`src/rtl/core/nested_peak_usage_tracker_macros.svh`:
```
// Assertion macros shared by the tracker modules.
`ifndef NESTED_PEAK_USAGE_TRACKER_MACROS_SVH
`define NESTED_PEAK_USAGE_TRACKER_MACROS_SVH

// The consequent must hold in the same cycle as the antecedent.
`define NPT_ASSERT_SAME(lbl, clk, rstn, ante, cons) \
    lbl: assert property (@(posedge clk) disable iff (!(rstn)) (ante) |-> (cons)) \
        else $error("%m: same-cycle check failed");

// The consequent must hold in the cycle after the antecedent.
`define NPT_ASSERT_NEXT(lbl, clk, rstn, ante, cons) \
    lbl: assert property (@(posedge clk) disable iff (!(rstn)) (ante) |=> (cons)) \
        else $error("%m: next-cycle check failed");

`endif

```
`src/rtl/core/npt_pkg.sv`:
```
package npt_pkg;

    localparam int unsigned DATA_W = 32;
    localparam int unsigned OP_W = 2;
    localparam int unsigned STATUS_W = 2;
    localparam int unsigned COUNT_W = 5;
    // One mark entry holds the start usage (low half) and the sample maximum of
    // its segment (high half).
    localparam int unsigned ENTRY_W = 2 * DATA_W;
    localparam int unsigned CFG_ADDR_W = 1;

    localparam int unsigned DEFAULT_MARK_DEPTH = 16;
    localparam logic [DATA_W-1:0] STACK_RESET = 32'h0002_0000;

    typedef enum logic [OP_W-1:0] {
        OP_ALLOC   = 2'd0,
        OP_RELEASE = 2'd1,
        OP_PUSH    = 2'd2,
        OP_POP     = 2'd3
    } op_t;

    typedef enum logic [STATUS_W-1:0] {
        STATUS_OK        = 2'd0,
        STATUS_OVERFLOW  = 2'd1,
        STATUS_UNDERFLOW = 2'd2
    } status_t;

    typedef enum logic [CFG_ADDR_W-1:0] {
        REG_BINARY_BYTES = 1'b0,
        REG_STACK_BYTES  = 1'b1
    } cfg_reg_t;

    typedef struct packed {
        logic wr_en;
        logic rd_en;
    } mem_req_t;

endpackage

```
`src/rtl/core/nested_peak_usage_tracker.sv`:
```
// A result is in the output register in the cycle after its request is accepted.
// Allocate, release and push leave the core free for a new request; a pop that leaves a
// mark open stalls requests while the new top mark is read back from the one-port memory.
// Reset (aresetn, synchronous, active low) clears the allocation total, the mark count
// and the output valid, and sets binary_bytes to 0 and stack_bytes to 0x20000.
// The mark memory is not cleared: an entry is always written by a push before it is read.
`include "nested_peak_usage_tracker_macros.svh"

module nested_peak_usage_tracker #(
    parameter int unsigned MARK_DEPTH = npt_pkg::DEFAULT_MARK_DEPTH
) (
    input  logic                            aclk,
    input  logic                            aresetn,
    // Input requests.
    input  logic                            s_tvalid,
    output logic                            s_tready,
    input  logic [31:0]                     s_tdata,   // [31:0] amount
    input  logic [1:0]                      s_tuser,   // [1:0] op
    // Results.
    output logic                            m_tvalid,
    input  logic                            m_tready,
    output logic [71:0]                     m_tdata,   // [31:0] used_bytes,
                                                       // [63:32] popped_peak,
                                                       // [68:64] mark_count, rest zero
    output logic [1:0]                      m_tuser,   // [1:0] status
    // Configuration writes.
    input  logic                            cfg_wr_en,
    input  logic [npt_pkg::CFG_ADDR_W-1:0]  cfg_addr,
    input  logic [npt_pkg::DATA_W-1:0]      cfg_wr_data
);
    import npt_pkg::*;

    // The mark level counts up to MARK_DEPTH itself; the memory index reaches
    // MARK_DEPTH - 1.
    localparam int unsigned LVL_W = $clog2(MARK_DEPTH + 1);
    localparam int unsigned IDX_W = (MARK_DEPTH > 1) ? $clog2(MARK_DEPTH) : 1;

    logic [DATA_W-1:0]  binary_reg;
    logic [DATA_W-1:0]  stack_reg;

    logic               item_go;
    logic               item_ready;
    logic [DATA_W-1:0]  used_bytes;
    logic [DATA_W-1:0]  popped_peak;
    status_t            status;
    logic [COUNT_W-1:0] mark_count;
    mem_req_t           mem_req;
    logic [IDX_W-1:0]   mem_addr;
    logic [ENTRY_W-1:0] mem_wr_data;
    logic [ENTRY_W-1:0] mem_rd_data;

    // Output register holding one finished result.
    logic               out_valid_reg, out_valid_next;
    logic [DATA_W-1:0]  out_used_reg;
    logic [DATA_W-1:0]  out_peak_reg;
    status_t            out_status_reg;
    logic [COUNT_W-1:0] out_count_reg;

    // A request is taken when the core is not refilling its top mark and the
    // output register is empty or is being drained in this cycle.
    assign s_tready = item_ready && (!out_valid_reg || m_tready);
    assign item_go  = s_tvalid && s_tready;

    always_ff @(posedge aclk) begin
        if (!aresetn) begin
            binary_reg <= '0;
            stack_reg  <= STACK_RESET;
        end else if (cfg_wr_en) begin
            unique case (cfg_addr)
                REG_BINARY_BYTES: binary_reg <= cfg_wr_data;
                REG_STACK_BYTES:  stack_reg  <= cfg_wr_data;
                default: ;
            endcase
        end
    end

    npt_core #(
        .MARK_DEPTH (MARK_DEPTH),
        .LVL_W      (LVL_W),
        .IDX_W      (IDX_W)
    ) u_core (
        .aclk         (aclk),
        .aresetn      (aresetn),
        .item_go      (item_go),
        .op           (op_t'(s_tuser)),
        .amount       (s_tdata),
        .binary_bytes (binary_reg),
        .stack_bytes  (stack_reg),
        .item_ready   (item_ready),
        .used_bytes   (used_bytes),
        .popped_peak  (popped_peak),
        .status       (status),
        .mark_count   (mark_count),
        .mem_req      (mem_req),
        .mem_addr     (mem_addr),
        .mem_wr_data  (mem_wr_data),
        .mem_rd_data  (mem_rd_data)
    );

    npt_mark_mem #(
        .DEPTH  (MARK_DEPTH),
        .ADDR_W (IDX_W)
    ) u_mark_mem (
        .aclk    (aclk),
        .req     (mem_req),
        .addr    (mem_addr),
        .wr_data (mem_wr_data),
        .rd_data (mem_rd_data)
    );

    always_comb begin
        if (item_go) begin
            out_valid_next = 1'b1;
        end else if (m_tready) begin
            out_valid_next = 1'b0;
        end else begin
            out_valid_next = out_valid_reg;
        end
    end

    always_ff @(posedge aclk) begin
        if (!aresetn) begin
            out_valid_reg <= 1'b0;
        end else begin
            out_valid_reg <= out_valid_next;
        end
    end

    always_ff @(posedge aclk) begin
        if (item_go) begin
            out_used_reg   <= used_bytes;
            out_peak_reg   <= popped_peak;
            out_status_reg <= status;
            out_count_reg  <= mark_count;
        end
    end

    assign m_tvalid = out_valid_reg;
    assign m_tdata  = {3'b000, out_count_reg, out_peak_reg, out_used_reg};
    assign m_tuser  = out_status_reg;

    `NPT_ASSERT_NEXT(a_result_follows, aclk, aresetn, item_go, out_valid_reg)
    `NPT_ASSERT_SAME(a_no_take_while_fill, aclk, aresetn, !item_ready, !s_tready)

endmodule

```
`src/rtl/core/npt_mark_mem.sv`:
```
module npt_mark_mem #(
    parameter int unsigned DEPTH  = npt_pkg::DEFAULT_MARK_DEPTH,
    parameter int unsigned ADDR_W = 4
) (
    input  logic                        aclk,
    input  npt_pkg::mem_req_t           req,
    input  logic [ADDR_W-1:0]           addr,
    input  logic [npt_pkg::ENTRY_W-1:0] wr_data,
    output logic [npt_pkg::ENTRY_W-1:0] rd_data
);
    import npt_pkg::*;

    logic [ENTRY_W-1:0] mem [DEPTH];
    logic [ENTRY_W-1:0] rd_data_reg;

    always_ff @(posedge aclk) begin
        if (req.wr_en) begin
            mem[addr] <= wr_data;
        end
        if (req.rd_en) begin
            rd_data_reg <= mem[addr];
        end
    end

    assign rd_data = rd_data_reg;

endmodule

```
`src/rtl/core/npt_core.sv`:
```
`include "nested_peak_usage_tracker_macros.svh"

module npt_core #(
    parameter int unsigned MARK_DEPTH = npt_pkg::DEFAULT_MARK_DEPTH,
    parameter int unsigned LVL_W      = 5,
    parameter int unsigned IDX_W      = 4
) (
    input  logic                         aclk,
    input  logic                         aresetn,
    input  logic                         item_go,
    input  npt_pkg::op_t                 op,
    input  logic [npt_pkg::DATA_W-1:0]   amount,
    input  logic [npt_pkg::DATA_W-1:0]   binary_bytes,
    input  logic [npt_pkg::DATA_W-1:0]   stack_bytes,
    output logic                         item_ready,
    output logic [npt_pkg::DATA_W-1:0]   used_bytes,
    output logic [npt_pkg::DATA_W-1:0]   popped_peak,
    output npt_pkg::status_t             status,
    output logic [npt_pkg::COUNT_W-1:0]  mark_count,
    output npt_pkg::mem_req_t            mem_req,
    output logic [IDX_W-1:0]             mem_addr,
    output logic [npt_pkg::ENTRY_W-1:0]  mem_wr_data,
    input  logic [npt_pkg::ENTRY_W-1:0]  mem_rd_data
);
    import npt_pkg::*;

    typedef enum logic [1:0] {
        ST_RUN  = 2'b01,
        ST_FILL = 2'b10
    } state_t;

    state_t            state_reg, state_next;
    logic [DATA_W-1:0] alloc_reg, alloc_next;
    logic [LVL_W-1:0]  level_reg, level_next;
    // Top mark: its start usage and the maximum of the samples taken since it
    // was pushed. Marks below it live in memory.
    logic [DATA_W-1:0] top_start_reg, top_start_next;
    logic [DATA_W-1:0] top_smax_reg, top_smax_next;

    logic [DATA_W-1:0] base;
    logic [DATA_W-1:0] usage;
    logic [DATA_W-1:0] top_peak;
    logic [DATA_W-1:0] fill_smax;
    logic [LVL_W-1:0]  level_dec;
    logic [LVL_W-1:0]  level_dec2;
    logic              full;
    logic              empty;

    assign base       = binary_bytes + stack_bytes;
    assign full       = (level_reg == LVL_W'(MARK_DEPTH));
    assign empty      = (level_reg == '0);
    assign level_dec  = level_reg - LVL_W'(1);
    assign level_dec2 = level_reg - LVL_W'(2);
    assign top_peak   = (top_start_reg > top_smax_reg) ? top_start_reg : top_smax_reg;
    assign fill_smax  = (mem_rd_data[ENTRY_W-1:DATA_W] > top_smax_reg)
                      ? mem_rd_data[ENTRY_W-1:DATA_W] : top_smax_reg;

    assign item_ready = (state_reg == ST_RUN);

    always_comb begin
        alloc_next     = alloc_reg;
        level_next     = level_reg;
        top_start_next = top_start_reg;
        top_smax_next  = top_smax_reg;
        state_next     = state_reg;
        popped_peak    = '0;
        status         = STATUS_OK;
        mem_req        = '0;
        mem_addr       = level_dec[IDX_W-1:0];
        mem_wr_data    = {top_smax_reg, top_start_reg};

        // The allocation total only moves when a request is taken.
        if (item_go) begin
            unique case (op)
                OP_ALLOC:   alloc_next = alloc_reg + amount;
                OP_RELEASE: alloc_next = alloc_reg - amount;
                default:    alloc_next = alloc_reg;
            endcase
        end
        usage = base + alloc_next;

        unique case (state_reg)
            ST_RUN: begin
                if (item_go) begin
                    unique case (op)
                        OP_ALLOC, OP_RELEASE: begin
                            if (usage > top_smax_reg) begin
                                top_smax_next = usage;
                            end
                        end
                        OP_PUSH: begin
                            if (full) begin
                                status = STATUS_OVERFLOW;
                            end else begin
                                // The old top goes down into memory.
                                mem_req.wr_en  = !empty;
                                top_start_next = usage;
                                top_smax_next  = '0;
                                level_next     = level_reg + LVL_W'(1);
                            end
                        end
                        OP_POP: begin
                            if (empty) begin
                                status = STATUS_UNDERFLOW;
                            end else begin
                                popped_peak = top_peak;
                                level_next  = level_dec;
                                if (level_reg != LVL_W'(1)) begin
                                    mem_req.rd_en = 1'b1;
                                    mem_addr      = level_dec2[IDX_W-1:0];
                                    state_next    = ST_FILL;
                                end
                            end
                        end
                        default: ;
                    endcase
                end
            end
            ST_FILL: begin
                // The mark below becomes the top; its samples include all of
                // those taken while the popped mark was open.
                top_start_next = mem_rd_data[DATA_W-1:0];
                top_smax_next  = fill_smax;
                state_next     = ST_RUN;
            end
            default: state_next = ST_RUN;
        endcase
    end

    assign used_bytes = usage;
    assign mark_count = COUNT_W'(level_next);

    always_ff @(posedge aclk) begin
        if (!aresetn) begin
            state_reg <= ST_RUN;
            alloc_reg <= '0;
            level_reg <= '0;
        end else begin
            state_reg <= state_next;
            alloc_reg <= alloc_next;
            level_reg <= level_next;
        end
    end

    always_ff @(posedge aclk) begin
        top_start_reg <= top_start_next;
        top_smax_reg  <= top_smax_next;
    end

    `NPT_ASSERT_SAME(a_level_bound, aclk, aresetn, 1'b1, level_reg <= LVL_W'(MARK_DEPTH))
    `NPT_ASSERT_SAME(a_mem_one_access, aclk, aresetn, 1'b1, !(mem_req.wr_en && mem_req.rd_en))
    `NPT_ASSERT_NEXT(a_fill_after_read, aclk, aresetn, mem_req.rd_en, state_reg == ST_FILL)
    `NPT_ASSERT_NEXT(a_fill_one_cycle, aclk, aresetn, state_reg == ST_FILL, state_reg == ST_RUN)

endmodule

```
`config.mk`:
```
export PLATFORM = sky130hd
export DESIGN_NAME = nested_peak_usage_tracker
export DESIGN_NICKNAME = d
export VERILOG_FILES = /design/src/rtl/core/npt_pkg.sv /design/src/rtl/core/nested_peak_usage_tracker.sv /design/src/rtl/core/npt_mark_mem.sv /design/src/rtl/core/npt_core.sv
export VERILOG_INCLUDE_DIRS = /design/src /design/src/rtl/core
export SDC_FILE = /design/constraint.sdc
export NUM_CORES = 2
export LEC_CHECK = 0
export ABC_AREA = 1
export ABC_CLOCK_PERIOD_IN_PS = 35400
export BUFFER_PORTS_ARGS = -buffer_cell sky130_fd_sc_hd__buf_2
export CELL_PAD_IN_SITES_DETAIL_PLACEMENT = 0
export CELL_PAD_IN_SITES_GLOBAL_PLACEMENT = 1
export CORE_UTILIZATION = 39
export CTS_BUF_LIST = sky130_fd_sc_hd__clkbuf_4 sky130_fd_sc_hd__clkbuf_8
export DETAILED_ROUTE_END_ITERATION = 7
export GPL_ROUTABILITY_DRIVEN = 0
export GPL_TIMING_DRIVEN = 0
export PLACE_DENSITY = 0.7
export SLEW_MARGIN = 20
export SYNTH_ARGS = -nofsm -noshare
export SYNTH_HDL_FRONTEND = slang
export SYNTH_HIERARCHICAL = 1
export SYNTH_SLANG_ARGS = --single-unit
```
`constraint.sdc`:
```
create_clock -name aclk -period 35.4 [get_ports aclk]
set_clock_uncertainty 0.1 [all_clocks]
set_input_delay 7.08 -clock aclk [delete_from_list [all_inputs] [get_ports aclk]]
set_output_delay 7.08 -clock aclk [all_outputs]
set_load 0.05 [all_outputs]
```
==> key figures <==
Status
  • Outcome: complete, no violations

Die
  • Die Width: 400 um
  • Placeable core region: 0.157 mm^2
  • Die Height: 400 um
  • Die Area: 0.160 mm^2
  • Total I/O pin count: 148
  • Core Rows: 145
  • Initial core utilization: 39.4%

Clock tree
  • Clk sinks: 1,327
  • Clock-pin slew reported for the worst setup and hold paths after clock tree synthesis: 0.06 ns
  • Cts repair resizes: 0
  • Hold-fix buffer count after cts: 0
  • Worst-Skew Late Latency: 0.95 ns
  • Post-CTS setup-driven buffer insertion count: 0
  • TritonCTS clock tree: done
  • Maximum clock path buffer count: 3
  • TritonCTS buffer count: 219
  • H-tree Lvls: 4
  • Clock root cell: sky130_fd_sc_hd__clkbuf_8

Synth
  • Cells after Synth: 6,375
  • Sequential-to-total area share from yosys stat: 62.9%
  • Post-Synthesis Cell Area: 0.0617 mm^2
  • Mean instance size in the synthesized netlist: 9.68 um^2
  • Post-synth EDFFs: 1,223
  • Yosys cell types: 60
  • Main flop type after synthesis: sky130_fd_sc_hd__edfxtp_1
  • Top-area cell type share of the netlist area: 59.5%
  • Fraction of registers with async set or reset after synthesis: 0%
  • Synth Register Bits: 1,327
  • Number of warnings printed during yosys synthesis: 6
  • Cell type with the largest total area after synthesis: sky130_fd_sc_hd__edfxtp_1
  • Top cells by area, synth: sky130_fd_sc_hd__edfxtp_1, sky130_fd_sc_hd__nand2_1, sky130_fd_sc_hd__dfxtp_1

Global route
  • Overflow left after global routing: 0
  • GRT Overall Usage: 25.0%
  • Vias in the first global route: 43,425
  • Antenna violations before repair: 17
  • Maximum number of pins on one net before global-route repair: 23
  • Global-route wire length before repair: 288,000 um

Setup path
  • Critical register-to-register path startpoint: u_core/state_reg[0]$_SDFFE_PN1P_
  • Largest fanout on the critical path: 2
  • Cell family with the largest share of critical-path delay: buffers and inverters
  • Required time at the endpoint of the critical path: 28.22 ns
  • R2r worst-path depth: 36
  • CP Data Arrival Time: 7.65 ns
  • Critical Path Stages: 6
  • Worst path cell trace: buf_2 -> inv_1 -> nand2_1 -> inv_1 -> nor2_1 -> buf_2
  • Crit path kind: in2out
  • Capturing element type of the critical path: output port
  • Critical Path Source Type: input pin
  • Longest individual stage delay on the worst path: 0.26 ns
  • CP Buf/Inv Count: 4
  • Highest-delay cell along the critical path: sky130_fd_sc_hd__buf_2
  • Setup crit start: m_tready

Layout
  • Area added between synthesis and finish: 15.0%
  • Nets: 7,083
  • Most frequent cells in the layout: sky130_fd_sc_hd__nand2_1, sky130_fd_sc_hd__edfxtp_1, sky130_fd_sc_hd__inv_1
  • Number of inserted filler cells in the final layout: 14,885
  • Flip-flop count of the largest register, all copies and words added: 1,024
  • Commonest non-fill, non-tap cell in the layout: sky130_fd_sc_hd__nand2_1
  • Share of final-layout standard cells stronger than drive strength 1: 12.1%

Power
  • Peak supply drop: 38.5 uV
  • Power per standard cell area: 58.3 mW/mm^2
  • Leakage power summed over all cells: 30.5 nW

Worst hold path
  • Worst hold path stage count: 2
  • HP Class: reg2reg
  • Launch point of the worst hold path: stack_reg[26]$_SDFFE_PN0P_

STA
  • Transition time at the pin with the least slew margin: 1.17 ns
  • Tightest hold margin: 0.385 ns
  • Time the worst path needs with I/O delays and setup: 14.83 ns
  • Total negative slack: 0 ns
  • Setup violators final: 0
  • Hold Violations, Final: 0
  • Maximum clock frequency: 0.0674 GHz
  • Worst slew margin: 21.9%
  • Final count of pins violating max slew: 0
  • Post-route clock period utilization: 41.9%
  • Setup repair after global routing missed its margin: false

Drt
  • Vias after detailed routing: 45,580
  • Antenna-violating nets left: 0
  • Total Routed Length: 200,000 um
  • Via-to-Cell Ratio: 5.03
  • DRC violation count after routing: 0
  • Number of violations reported at the end of detailed-routing iteration 0: 4,271
  • DRT Pass-1 Iters: 6
  • Mean routed wirelength per cell: 22.0 um

Job
  • Reported max-cap violation count: 0

Placed design
  • Port Buf Inserts: 143
  • Final HPWL from detailed placement: 145,000 um
==> worst reg2reg max path, delay by kind of cell, from the launching register on <==
kind	cells	cell delay [ns]
buf+inv	11	2.41
fa+ha+maj	3	1.26
compound gates	3	0.64
flops	1	0.30
simple gates	19	3.58
==> synthesized netlist by cell type, drive strengths merged, types with 29 or more instances <==
cell type	count
xor2	50
nor2	295
edfxtp	1223
ha	164
buf	194
dfxtp	104
nand4	29
fa	33
nand3	103
clkbuf	62
inv	401
a21oi	158
o21ai	179
nand2	3235
==> cell type report <==
class | instances | area [um^2] | share of cell area (%)
clock buffer | 303 | 3690 | 5.20
tap | 2058 | 2570 | 3.63
antenna | 11 | 27.5 | 0.0388
inverter | 402 | 1510 | 2.13
clock inverter | 95 | 682 | 0.961
multi-input combinational | 4392 | 20200 | 28.5
sequential | 1327 | 38800 | 54.7
buffer | 256 | 1320 | 1.86
timing repair buffer | 216 | 2140 | 3.02
==> layer usage <==
| metal | share of wire [%] | GRT usage (%) | vias up |
|---|---|---|---|
| li1 | - | - | 21675 |
| met1 | 43 | 34.2 | 21828 |
| met2 | 45 | 39.3 | 1750 |
| met3 | 8.4 | 4.83 | 321 |
| met4 | 3.6 | 9.35 | 6 |
| met5 | 0.017 | 0 | - |
==> through the flow <==
| step | total power [W] | cells | worst slack (ns) | area (um^2) | util, % |
|---|---|---|---|---|---|
| floorplan | 0.00240 | 6377 | 12.94 | 61700 | - |
| global placement | 0.00278 | 8578 | 0.0449 | 65000 | 41.5 |
| detailed placement | 0.00279 | 8651 | 19.78 | 66600 | 42.5 |
| CTS | 0.00415 | 9049 | 20.56 | 71000 | 45.3 |
| global route | 0.00431 | 9056 | 20.25 | 71000 | 45.3 |
| finish | 0.00414 | 9060 | 20.57 | 71000 | 45.3 |
==> power breakdown <==
group | total, W | switching, W | internal [W]
registers | 0.00188 | 0.0000732 | 0.00181
logic | 0.000897 | 0.000669 | 0.000228
clock network | 0.00136 | 0.000631 | 0.000731
==> cells by family after synthesis <==
logic type,share of synthesized area (%)
buf+inv,4.59
other cells,0.00608
xor+xnor,1.15
fa+ha+maj,4.39
simple gates,23.4
flops,62.9
compound gates,3.52
mux,0.0162
==> worst paths after layout <==
| kind | endpoint | slack (ns) |
|---|---|---|
| worst max-delay path | s_tready | 20.57 |
| worst min-delay path | stack_reg[26]$_SDFFE_PN0P_ | 0.38 |
| worst max register to register | u_core/top_smax_reg[4]$_DFFE_PP_ | 26.78 |
| worst min register to register | stack_reg[26]$_SDFFE_PN0P_ | 0.38 |
Power figures use the tool's default switching activity.
